File: src/rtl/core/rmsd_pkg.sv
// rmsd_pkg: shared types and codes for the rgb matrix scan driver
// command codes, the queued command record and the result record
`timescale 1ns / 1ps

package rmsd_pkg;

	localparam logic [1:0] CMD_WRITE = 2'd0;
	localparam logic [1:0] CMD_CLEAR = 2'd1;
	localparam logic [1:0] CMD_SCAN  = 2'd2;

	localparam logic MODE_OFF = 1'b1;

	localparam int CMD_DEPTH = 4;
	localparam int OUT_DEPTH = 4;

	typedef enum logic [1:0] {
		OP_WRITE,
		OP_CLEAR,
		OP_SCAN,
		OP_DARK_SCAN
	} op_t;

	typedef struct packed {
		op_t        op;
		logic [3:0] row;
		logic [4:0] column;
		logic [2:0] color;
	} cmd_t;

	typedef struct packed {
		logic [2:0] top_rgb;
		logic [2:0] bottom_rgb;
		logic [2:0] row_address;
		logic       shift_strobe;
		logic       latch_strobe;
		logic       output_blank;
		logic       last_of_scan;
	} result_t;

endpackage

File: src/rtl/core/rmsd_front.sv
// rmsd_front: classifies accepted requests into back-end operations
// drops ignored pixel writes and unused codes; uses rmsd_pkg
`timescale 1ns / 1ps

module rmsd_front import rmsd_pkg::*; #(
	parameter int COLUMNS   = 32,
	parameter int SCAN_ROWS = 8
) (
	input  logic       display_mode,
	input  logic       accept,
	input  logic [1:0] command,
	input  logic [3:0] pixel_row,
	input  logic [4:0] pixel_column,
	input  logic [2:0] pixel_color,
	output logic       q_push,
	output cmd_t       q_data
);

	logic in_panel;

	assign in_panel = (32'(pixel_row) < 32'(2 * SCAN_ROWS)) &&
		(32'(pixel_column) < 32'(COLUMNS));

	always_comb begin
		q_push        = 1'b0;
		q_data.op     = OP_WRITE;
		q_data.row    = pixel_row;
		q_data.column = pixel_column;
		q_data.color  = pixel_color;
		unique case (command)
			CMD_WRITE: begin
				q_push = accept && (display_mode != MODE_OFF) && in_panel;
			end
			CMD_CLEAR: begin
				q_data.op = OP_CLEAR;
				q_push    = accept;
			end
			CMD_SCAN: begin
				// off mode clears the store before the scan
				q_data.op = (display_mode == MODE_OFF) ? OP_DARK_SCAN : OP_SCAN;
				q_push    = accept;
			end
			default: begin
				q_push = 1'b0;
			end
		endcase
	end

endmodule

File: src/rtl/core/rmsd_cmd_queue.sv
// rmsd_cmd_queue: short queue of classified operations between front and back
// uses rmsd_pkg for the operation record
`timescale 1ns / 1ps

module rmsd_cmd_queue import rmsd_pkg::*; (
	input  logic clk,
	input  logic arst_n,
	input  logic push,
	input  cmd_t push_data,
	output logic full,
	input  logic pop,
	output logic empty,
	output cmd_t head
);

	localparam int QW = $clog2(CMD_DEPTH);

	cmd_t          entry_q [CMD_DEPTH];
	logic [QW-1:0] wr_ptr_q;
	logic [QW-1:0] rd_ptr_q;
	logic [QW:0]   count_q;
	logic          do_push;
	logic          do_pop;

	assign full    = (count_q == (QW+1)'(CMD_DEPTH));
	assign empty   = (count_q == '0);
	assign head    = entry_q[rd_ptr_q];
	assign do_push = push && !full;
	assign do_pop  = pop && !empty;

	always_ff @(posedge clk) begin
		if (do_push) begin
			entry_q[wr_ptr_q] <= push_data;
		end
	end

	always_ff @(posedge clk or negedge arst_n) begin
		if (!arst_n) begin
			wr_ptr_q <= '0;
			rd_ptr_q <= '0;
			count_q  <= '0;
		end else begin
			if (do_push) begin
				wr_ptr_q <= wr_ptr_q + 1'b1;
			end
			if (do_pop) begin
				rd_ptr_q <= rd_ptr_q + 1'b1;
			end
			if (do_push && !do_pop) begin
				count_q <= count_q + 1'b1;
			end else if (do_pop && !do_push) begin
				count_q <= count_q - 1'b1;
			end
		end
	end

endmodule

File: src/rtl/core/rmsd_back.sv
// rmsd_back: frame store banks, clear sweep, row scan sequencer and result queue
// top and bottom panel halves sit in separate banks; uses rmsd_pkg
`timescale 1ns / 1ps

module rmsd_back import rmsd_pkg::*; #(
	parameter int COLUMNS   = 32,
	parameter int SCAN_ROWS = 8
) (
	input  logic    clk,
	input  logic    arst_n,
	input  logic    q_empty,
	input  cmd_t    q_head,
	output logic    q_pop,
	output logic    init_busy,
	input  logic    pop,
	output logic    empty,
	output result_t head
);

	localparam int HALF = SCAN_ROWS * COLUMNS;
	localparam int AW   = $clog2(HALF);
	localparam int CW   = $clog2(COLUMNS);
	localparam int RW   = $clog2(SCAN_ROWS);
	localparam int OW   = $clog2(OUT_DEPTH);

	typedef enum logic [1:0] {
		ST_CLEAR,
		ST_IDLE,
		ST_SCAN,
		ST_LATCH
	} state_t;

	state_t        state_q;
	logic          init_q;
	logic          scan_after_q;
	logic [AW-1:0] sweep_q;
	logic [CW-1:0] col_q;
	logic [RW-1:0] scan_row_q;

	logic          valid_s1;
	logic          latch_s1;
	logic [RW-1:0] row_s1;

	logic [2:0]    mem_top [HALF];
	logic [2:0]    mem_bot [HALF];
	logic [2:0]    rd_top_q;
	logic [2:0]    rd_bot_q;

	logic          we_top;
	logic          we_bot;
	logic [AW-1:0] waddr;
	logic [AW-1:0] raddr;
	logic [AW-1:0] pix_addr;
	logic [2:0]    wdata;
	logic          bottom;
	logic [RW-1:0] half_row;

	logic          room;
	logic          issue;

	result_t       fifo_q [OUT_DEPTH];
	logic [OW-1:0] wr_ptr_q;
	logic [OW-1:0] rd_ptr_q;
	logic [OW:0]   count_q;
	logic          push_out;
	logic          pop_out;
	result_t       item;

	assign init_busy = init_q;
	assign q_pop     = (state_q == ST_IDLE) && !q_empty;

	// pixel position to bank and address
	assign bottom   = 32'(q_head.row) >= 32'(SCAN_ROWS);
	assign half_row = bottom ? RW'(32'(q_head.row) - 32'(SCAN_ROWS)) : RW'(q_head.row);
	assign pix_addr = AW'(32'(half_row) * 32'(COLUMNS) + 32'(q_head.column));
	assign raddr    = AW'(32'(scan_row_q) * 32'(COLUMNS) + 32'(col_q));

	// keep one slot per read in flight so the pipeline never overruns the queue
	assign room  = (count_q + (OW+1)'(valid_s1)) < (OW+1)'(OUT_DEPTH);
	assign issue = room && ((state_q == ST_SCAN) || (state_q == ST_LATCH));

	always_comb begin
		we_top = 1'b0;
		we_bot = 1'b0;
		waddr  = pix_addr;
		wdata  = q_head.color;
		if (state_q == ST_CLEAR) begin
			we_top = 1'b1;
			we_bot = 1'b1;
			waddr  = sweep_q;
			wdata  = 3'd0;
		end else if (q_pop && (q_head.op == OP_WRITE)) begin
			we_top = !bottom;
			we_bot = bottom;
		end
	end

	always_ff @(posedge clk) begin
		if (we_top) begin
			mem_top[waddr] <= wdata;
		end
		rd_top_q <= mem_top[raddr];
	end

	always_ff @(posedge clk) begin
		if (we_bot) begin
			mem_bot[waddr] <= wdata;
		end
		rd_bot_q <= mem_bot[raddr];
	end

	always_ff @(posedge clk or negedge arst_n) begin
		if (!arst_n) begin
			state_q      <= ST_CLEAR;
			init_q       <= 1'b1;
			scan_after_q <= 1'b0;
			sweep_q      <= '0;
			col_q        <= '0;
			scan_row_q   <= '0;
			valid_s1     <= 1'b0;
			latch_s1     <= 1'b0;
			row_s1       <= '0;
		end else begin
			valid_s1 <= issue;
			latch_s1 <= (state_q == ST_LATCH);
			row_s1   <= scan_row_q;
			unique case (state_q)
				ST_CLEAR: begin
					if (sweep_q == AW'(HALF - 1)) begin
						sweep_q      <= '0;
						init_q       <= 1'b0;
						scan_after_q <= 1'b0;
						state_q      <= scan_after_q ? ST_SCAN : ST_IDLE;
					end else begin
						sweep_q <= sweep_q + 1'b1;
					end
				end
				ST_IDLE: begin
					if (q_pop) begin
						unique case (q_head.op)
							OP_WRITE: begin
								state_q <= ST_IDLE;
							end
							OP_CLEAR: begin
								state_q <= ST_CLEAR;
							end
							OP_SCAN: begin
								state_q <= ST_SCAN;
							end
							OP_DARK_SCAN: begin
								state_q      <= ST_CLEAR;
								scan_after_q <= 1'b1;
							end
						endcase
					end
				end
				ST_SCAN: begin
					if (room) begin
						if (col_q == CW'(COLUMNS - 1)) begin
							col_q   <= '0;
							state_q <= ST_LATCH;
						end else begin
							col_q <= col_q + 1'b1;
						end
					end
				end
				ST_LATCH: begin
					if (room) begin
						scan_row_q <= (scan_row_q == RW'(SCAN_ROWS - 1)) ? '0 :
							scan_row_q + 1'b1;
						state_q    <= ST_IDLE;
					end
				end
			endcase
		end
	end

	always_comb begin
		item.top_rgb      = latch_s1 ? 3'd0 : rd_top_q;
		item.bottom_rgb   = latch_s1 ? 3'd0 : rd_bot_q;
		item.row_address  = 3'(row_s1);
		item.shift_strobe = !latch_s1;
		item.latch_strobe = latch_s1;
		item.output_blank = !latch_s1;
		item.last_of_scan = latch_s1;
	end

	assign push_out = valid_s1;
	assign pop_out  = pop && !empty;
	assign empty    = (count_q == '0);
	assign head     = fifo_q[rd_ptr_q];

	always_ff @(posedge clk) begin
		if (push_out) begin
			fifo_q[wr_ptr_q] <= item;
		end
	end

	always_ff @(posedge clk or negedge arst_n) begin
		if (!arst_n) begin
			wr_ptr_q <= '0;
			rd_ptr_q <= '0;
			count_q  <= '0;
		end else begin
			if (push_out) begin
				wr_ptr_q <= wr_ptr_q + 1'b1;
			end
			if (pop_out) begin
				rd_ptr_q <= rd_ptr_q + 1'b1;
			end
			if (push_out && !pop_out) begin
				count_q <= count_q + 1'b1;
			end else if (pop_out && !push_out) begin
				count_q <= count_q - 1'b1;
			end
		end
	end

endmodule

File: src/rtl/core/rgb_matrix_scan_driver_core.sv
// rgb_matrix_scan_driver_core: top level of the led panel scan driver
// instantiates rmsd_front, rmsd_cmd_queue and rmsd_back; uses rmsd_pkg
`timescale 1ns / 1ps

// Scan driver for a panel of 2*SCAN_ROWS rows by COLUMNS columns. Requests enter through a
// queue port (push/full) and panel pin items leave through another (pop/empty). A scan gives
// COLUMNS shift items and one latch item, one per cycle while results are popped steadily,
// the pace being set by the single read port of each half-panel store bank. A clear is
// dequeued and then sweeps the store one address a cycle; a scan in off mode runs that
// sweep first.
// After reset the same clearing pass runs with full held high;
// display_mode writes are taken at any time but must only be issued while the block is idle.

module rgb_matrix_scan_driver_core import rmsd_pkg::*; #(
	parameter int COLUMNS   = 32,
	parameter int SCAN_ROWS = 8
) (
	input  logic       clk,
	input  logic       arst_n,
	input  logic       cfg_valid,
	output logic       cfg_ready,
	input  logic       cfg_data,
	input  logic       push,
	output logic       full,
	input  logic [1:0] command,
	input  logic [3:0] pixel_row,
	input  logic [4:0] pixel_column,
	input  logic [2:0] pixel_color,
	input  logic       pop,
	output logic       empty,
	output logic [2:0] top_rgb,
	output logic [2:0] bottom_rgb,
	output logic [2:0] row_address,
	output logic       shift_strobe,
	output logic       latch_strobe,
	output logic       output_blank,
	output logic       last_of_scan
);

	logic    display_mode_q;
	logic    accept;
	logic    q_push;
	cmd_t    q_data;
	logic    q_full;
	logic    q_pop;
	logic    q_empty;
	cmd_t    q_head;
	logic    init_busy;
	result_t head;

	assign cfg_ready = 1'b1;

	always_ff @(posedge clk or negedge arst_n) begin
		if (!arst_n) begin
			display_mode_q <= 1'b0;
		end else if (cfg_valid && cfg_ready) begin
			display_mode_q <= cfg_data;
		end
	end

	// no request taken during the clearing pass after reset
	assign full   = q_full || init_busy;
	assign accept = push && !full;

	rmsd_front #(
		.COLUMNS   (COLUMNS),
		.SCAN_ROWS (SCAN_ROWS)
	) u_front (
		.display_mode (display_mode_q),
		.accept       (accept),
		.command      (command),
		.pixel_row    (pixel_row),
		.pixel_column (pixel_column),
		.pixel_color  (pixel_color),
		.q_push       (q_push),
		.q_data       (q_data)
	);

	rmsd_cmd_queue u_queue (
		.clk       (clk),
		.arst_n    (arst_n),
		.push      (q_push),
		.push_data (q_data),
		.full      (q_full),
		.pop       (q_pop),
		.empty     (q_empty),
		.head      (q_head)
	);

	rmsd_back #(
		.COLUMNS   (COLUMNS),
		.SCAN_ROWS (SCAN_ROWS)
	) u_back (
		.clk       (clk),
		.arst_n    (arst_n),
		.q_empty   (q_empty),
		.q_head    (q_head),
		.q_pop     (q_pop),
		.init_busy (init_busy),
		.pop       (pop),
		.empty     (empty),
		.head      (head)
	);

	assign top_rgb      = head.top_rgb;
	assign bottom_rgb   = head.bottom_rgb;
	assign row_address  = head.row_address;
	assign shift_strobe = head.shift_strobe;
	assign latch_strobe = head.latch_strobe;
	assign output_blank = head.output_blank;
	assign last_of_scan = head.last_of_scan;

endmodule

File: config.mk
export PLATFORM = sky130hd
export DESIGN_NAME = rgb_matrix_scan_driver_core
export DESIGN_NICKNAME = d
export VERILOG_FILES = /design/src/rtl/core/rmsd_pkg.sv /design/src/rtl/core/rmsd_front.sv /design/src/rtl/core/rmsd_cmd_queue.sv /design/src/rtl/core/rmsd_back.sv /design/src/rtl/core/rgb_matrix_scan_driver_core.sv
export SDC_FILE = /design/constraint.sdc
export NUM_CORES = 2
export LEC_CHECK = 0
export BUFFER_PORTS_ARGS = -buffer_cell sky130_fd_sc_hd__buf_4
export CORE_MARGIN = 2
export CORE_UTILIZATION = 30
export DETAILED_ROUTE_END_ITERATION = 8
export GPL_TIMING_DRIVEN = 0
export PLACE_DENSITY = 0.46
export SLEW_MARGIN = 30
export SYNTH_ARGS = -nofsm -noshare
export SYNTH_HDL_FRONTEND = slang
export SYNTH_HIERARCHICAL = 1
export SYNTH_SLANG_ARGS = --single-unit
File: constraint.sdc
create_clock -name clk -period 9.8 [get_ports clk]
set_input_delay 0.98 -clock clk [delete_from_list [all_inputs] [get_ports clk]]
set_output_delay 0.98 -clock clk [all_outputs]
set_load 0.02 [all_outputs]
==> results.yml <==
outcome:
  run_status: "complete, no violations"
layout:
  final_cell_area_sq_mm: 0.07955
  final_layout_size_suffix_gt1_frac: 0.2032
  final-instance-count-excl-fill: 7141
  synthToLayoutAreaGrowth_pct: 17.63
  nNetsFinal: 4043
sta:
  final_cycle_share: 0.4483
  timing.final.crit_period_ns: 4.394
  max-slew-margin-rel: 0.2228
  timing.final.hold_violations: 0
  total_count_of_max_transition_violations_in_the_final_report: 0
  grt_setup_unrepaired: "false"
  clock.fmax_ghz: 0.2276
  clock_skew_ns: 0.02964
  finalSetupViolations: 0
  worst_margin_pin_slew_ns: 1.162
  tns_ns: 0
power:
  total_power_w: 0.01486
  share_clk_of_total_power: 0.460
  static-leakage-power_nw: 20.28
  share_seq_of_total_power: 0.528
  combinationalPowerShare: 0.011
  internal_power_w: 0.01187
  largest_voltage_drop_on_the_vdd_net_mv: 0.1762
  power.density_cell_area_mw_per_mm2: 186.9
  netSwitchingFraction: 0.2016
  switchingPower_w: 0.002997
global_routing:
  grt_pass1_wl_mm: 312.7
  grt_usage: 0.1976
  grt_pass1_vias: 37770
  antenna_found_initial: 16
  grt.overflow.total: 0
  grt_max_degree: 66
clock_tree:
  cts-root-to-sink-buffers: 3
  cts_tree: "done"
  tritoncts.num_buffers: 181
  post_cts_hold_buffer_count: 0
  path_clk_slew_ns: 0.06
  worst_skew_pair.late_latency_ns: 0.84
  clk_root_buffer_cell: "sky130_fd_sc_hd__clkbuf_16"
  numClockSinks: 1682
  cts_resized: 0
  post-cts-setup-buffer-count: 0
  cts_max_level: 4
setup_path:
  r2r_cells: 9
  setup.reg_to_reg.worst_slack_ns: 5.41
  timing.critical_path.from: "u_back/col_q[1]"
  crit_path_end: "u_back/rd_top_q[1]"
  r2r-end: "u_back/rd_top_q[1]"
  critPathMaxFanout: 10
  worstSetupPathType: "flop to flop"
  critPathArrivalTime_ns: 5.06
  timing.critical_path.to_type: "flop"
  crit_required_ns: 10.46
  crit_path_start_kind: "flop"
  r2r_start: "u_back/col_q[1]"
synth:
  synth_top_cells_by_count: "1,636 x sky130_fd_sc_hd__edfxtp_1, 546 x sky130_fd_sc_hd__nor2_1, 253 x sky130_fd_sc_hd__mux2i_1, 242 x sky130_fd_sc_hd__mux4_2, 120 x sky130_fd_sc_hd__clkbuf_1"
  synth_edf_count: 1636
  synth.top_cells.by_area: "sky130_fd_sc_hd__edfxtp_1 73%, sky130_fd_sc_hd__mux4_2 8.1%, sky130_fd_sc_hd__mux2i_1 3.7%, sky130_fd_sc_hd__nor2_1 3.0%, sky130_fd_sc_hd__mux4_1 1.6%"
  seq_area_frac_synth: 0.7431
  synth_ff_type: "sky130_fd_sc_hd__edfxtp_1"
  synth_top_area_cell: "sky130_fd_sc_hd__edfxtp_1"
  synth_cells: 3720
  synth_top_cell_area_share: 0.7265
  postSynth.asyncResetShare: 0.02378
  synth.yosys.warnings: 6
  postSynthAreaPerCell_sq_um: 18.18
  yosys.cell_count.top_type: "sky130_fd_sc_hd__edfxtp_1"
  ys_ff_latch: 1682
  synthesis.area_sq_mm: 0.06762
  synth_cell_types: 66
  synthesis.nets: 3762
drt:
  vias_per_cell: 5.237
  final_antenna_net_count: 0
  num_vias: 37400
  detail_route.iter0.violations: 4749
  post-route-drc-count: 0
  routedWlPerCell_um: 32.15
  postRouteWirelength_mm: 229.6
  drt-pass1-iter-count: 6
die:
  placement_rows: 174
  initial_utilization: 0.3013
  die_height_um: 478.8
  boundaryPins: 36
  design.die.area_sq_mm: 0.2292
  core_sq_mm: 0.2245
  dieWidth_um: 478.8
flow_run:
  maxCapViolations: 0
placement:
  placement.cell_area_sq_mm: 0.07364
  placed_cells_incl_taps: 6810
  place.detailed.hpwl_mm: 159.8
  globalplace.congestion: 0.8396
  placement.io_buffers: 22
worst_hold_path:
  hold_path.class: "primary input to asynchronous set/reset pin"
power by group through the flow:
stage | registers (W) | logic [W] | clock network, W
final | 0.00785 | 0.000168 | 0.00684
after global routing | 0.00785 | 0.000190 | 0.00726
after CTS | 0.00785 | 0.000174 | 0.00699
after detailed placement | 0.00800 | 0.000173 | 0
after global placement | 0.00800 | 0.000171 | 0
after floorplan | 0.00799 | 0.000127 | 0
cells by family (layout without fill, tap and decap cells):
group           after synthesis  in the layout  synth area share
xor+xnor                     17             17          0.002202
buf+inv                     284            712           0.02420
fa+ha+maj                    22             22          0.004293
simple gates                773            773           0.04831
compound gates              385            385           0.04065
flops                      1682           1682            0.7431
mux                         556            556            0.1372
other cells                   1              2        0.00005546
per-layer routing:
metal	track usage	vias up	wire, um
met5	0	-	30
met4	0.06393	4	7484
met3	0.04452	329	17640
met2	0.3187	1514	108200
met1	0.2643	20110	96260
li1	-	15440	-
cell type report:
class,instances,area (sq um)
fillers,20880,144900
multi-input cells,1754,15790
clock buffers,232,4843
clock inverters,98,1064
flip-flops and latches,1682,50250
inverters,15,56.30
well taps,2992,3744
plain buffers,269,1675
diodes,1,2.502
repair buffers,98,2121
registers in the layout, indices dropped and copies added (netlist names), 3 cells and up:
| name | cells |
|---|---|
| u_back/col_q | 5 |
| u_back/count_q | 3 |
| u_back/fifo_q | 44 |
| u_back/mem_bot | 768 |
| u_back/mem_top | 768 |
| u_back/rd_bot_q | 3 |
| u_back/rd_top_q | 3 |
| u_back/row_s1 | 3 |
| u_back/scan_row_q | 3 |
| u_back/sweep_q | 8 |
| u_queue/count_q | 3 |
| u_queue/entry_q | 56 |
per-stage QoR:
| step | hold slack, ns | setup slack, ns | utilization |
|---|---|---|---|
| global placement | 0.4656 | -7.844 | 0.3187 |
| finish | 0.1896 | 5.406 | 0.3544 |
| detailed placement | 0.4751 | 5.315 | 0.3281 |
| floorplan | 0.3958 | 0.6833 | - |
| CTS | 0.1601 | 5.301 | 0.3544 |
| global route | 0.2082 | 5.416 | 0.3544 |
worst min-delay path by stage:
stage / from / end / slack, ns / cells after the start
2_1_floorplan: u_back/scan_row_q[1] / u_back/row_s1[1] / 0.40 / 0
3_3_place_gp: u_queue/count_q[2] / u_queue/count_q[2] / 0.47 / 1
3_5_place_dp: u_queue/count_q[2] / u_queue/count_q[2] / 0.48 / 1
4_1_cts: arst_n / display_mode_q / 0.16 / 1
5_1_grt: arst_n / u_queue/count_q[2] / 0.21 / 1
6_report: arst_n / display_mode_q / 0.19 / 1
worst max-delay path, stage by stage, from the launching register on:
cell,delay [ns]
sky130_fd_sc_hd__dfrtp_1,0.41
sky130_fd_sc_hd__buf_4,0.25
sky130_fd_sc_hd__buf_2,0.40
sky130_fd_sc_hd__buf_2,0.57
sky130_fd_sc_hd__buf_2,0.63
sky130_fd_sc_hd__mux4_2,0.32
sky130_fd_sc_hd__mux2i_1,0.07
sky130_fd_sc_hd__o21ai_0,0.65
sky130_fd_sc_hd__nand4_1,0.31
sky130_fd_sc_hd__nor4_2,0.60
layout by cell type, fill, tap and decap left out, types with 19 or more instances in the layout:
master,count
sky130_fd_sc_hd__clkbuf_2,51
sky130_fd_sc_hd__clkbuf_1,110
sky130_fd_sc_hd__clkbuf_16,183
sky130_fd_sc_hd__nand2_1,114
sky130_fd_sc_hd__mux2_2,19
sky130_fd_sc_hd__ha_1,20
sky130_fd_sc_hd__buf_4,55
sky130_fd_sc_hd__nor2_1,540
sky130_fd_sc_hd__o22ai_1,65
sky130_fd_sc_hd__a22oi_1,62
sky130_fd_sc_hd__mux4_1,40
sky130_fd_sc_hd__edfxtp_1,1636
sky130_fd_sc_hd__buf_16,61
sky130_fd_sc_hd__a221oi_1,31
sky130_fd_sc_hd__o221ai_1,26
sky130_fd_sc_hd__a21oi_1,39
sky130_fd_sc_hd__mux2i_1,253
sky130_fd_sc_hd__dfrtp_1,39
sky130_fd_sc_hd__buf_12,24
sky130_fd_sc_hd__clkinv_1,34
sky130_fd_sc_hd__mux4_2,242
sky130_fd_sc_hd__a211oi_1,55
sky130_fd_sc_hd__clkinv_2,31
sky130_fd_sc_hd__buf_2,75
sky130_fd_sc_hd__o21ai_0,28
(Power assumes the default switching activity.)
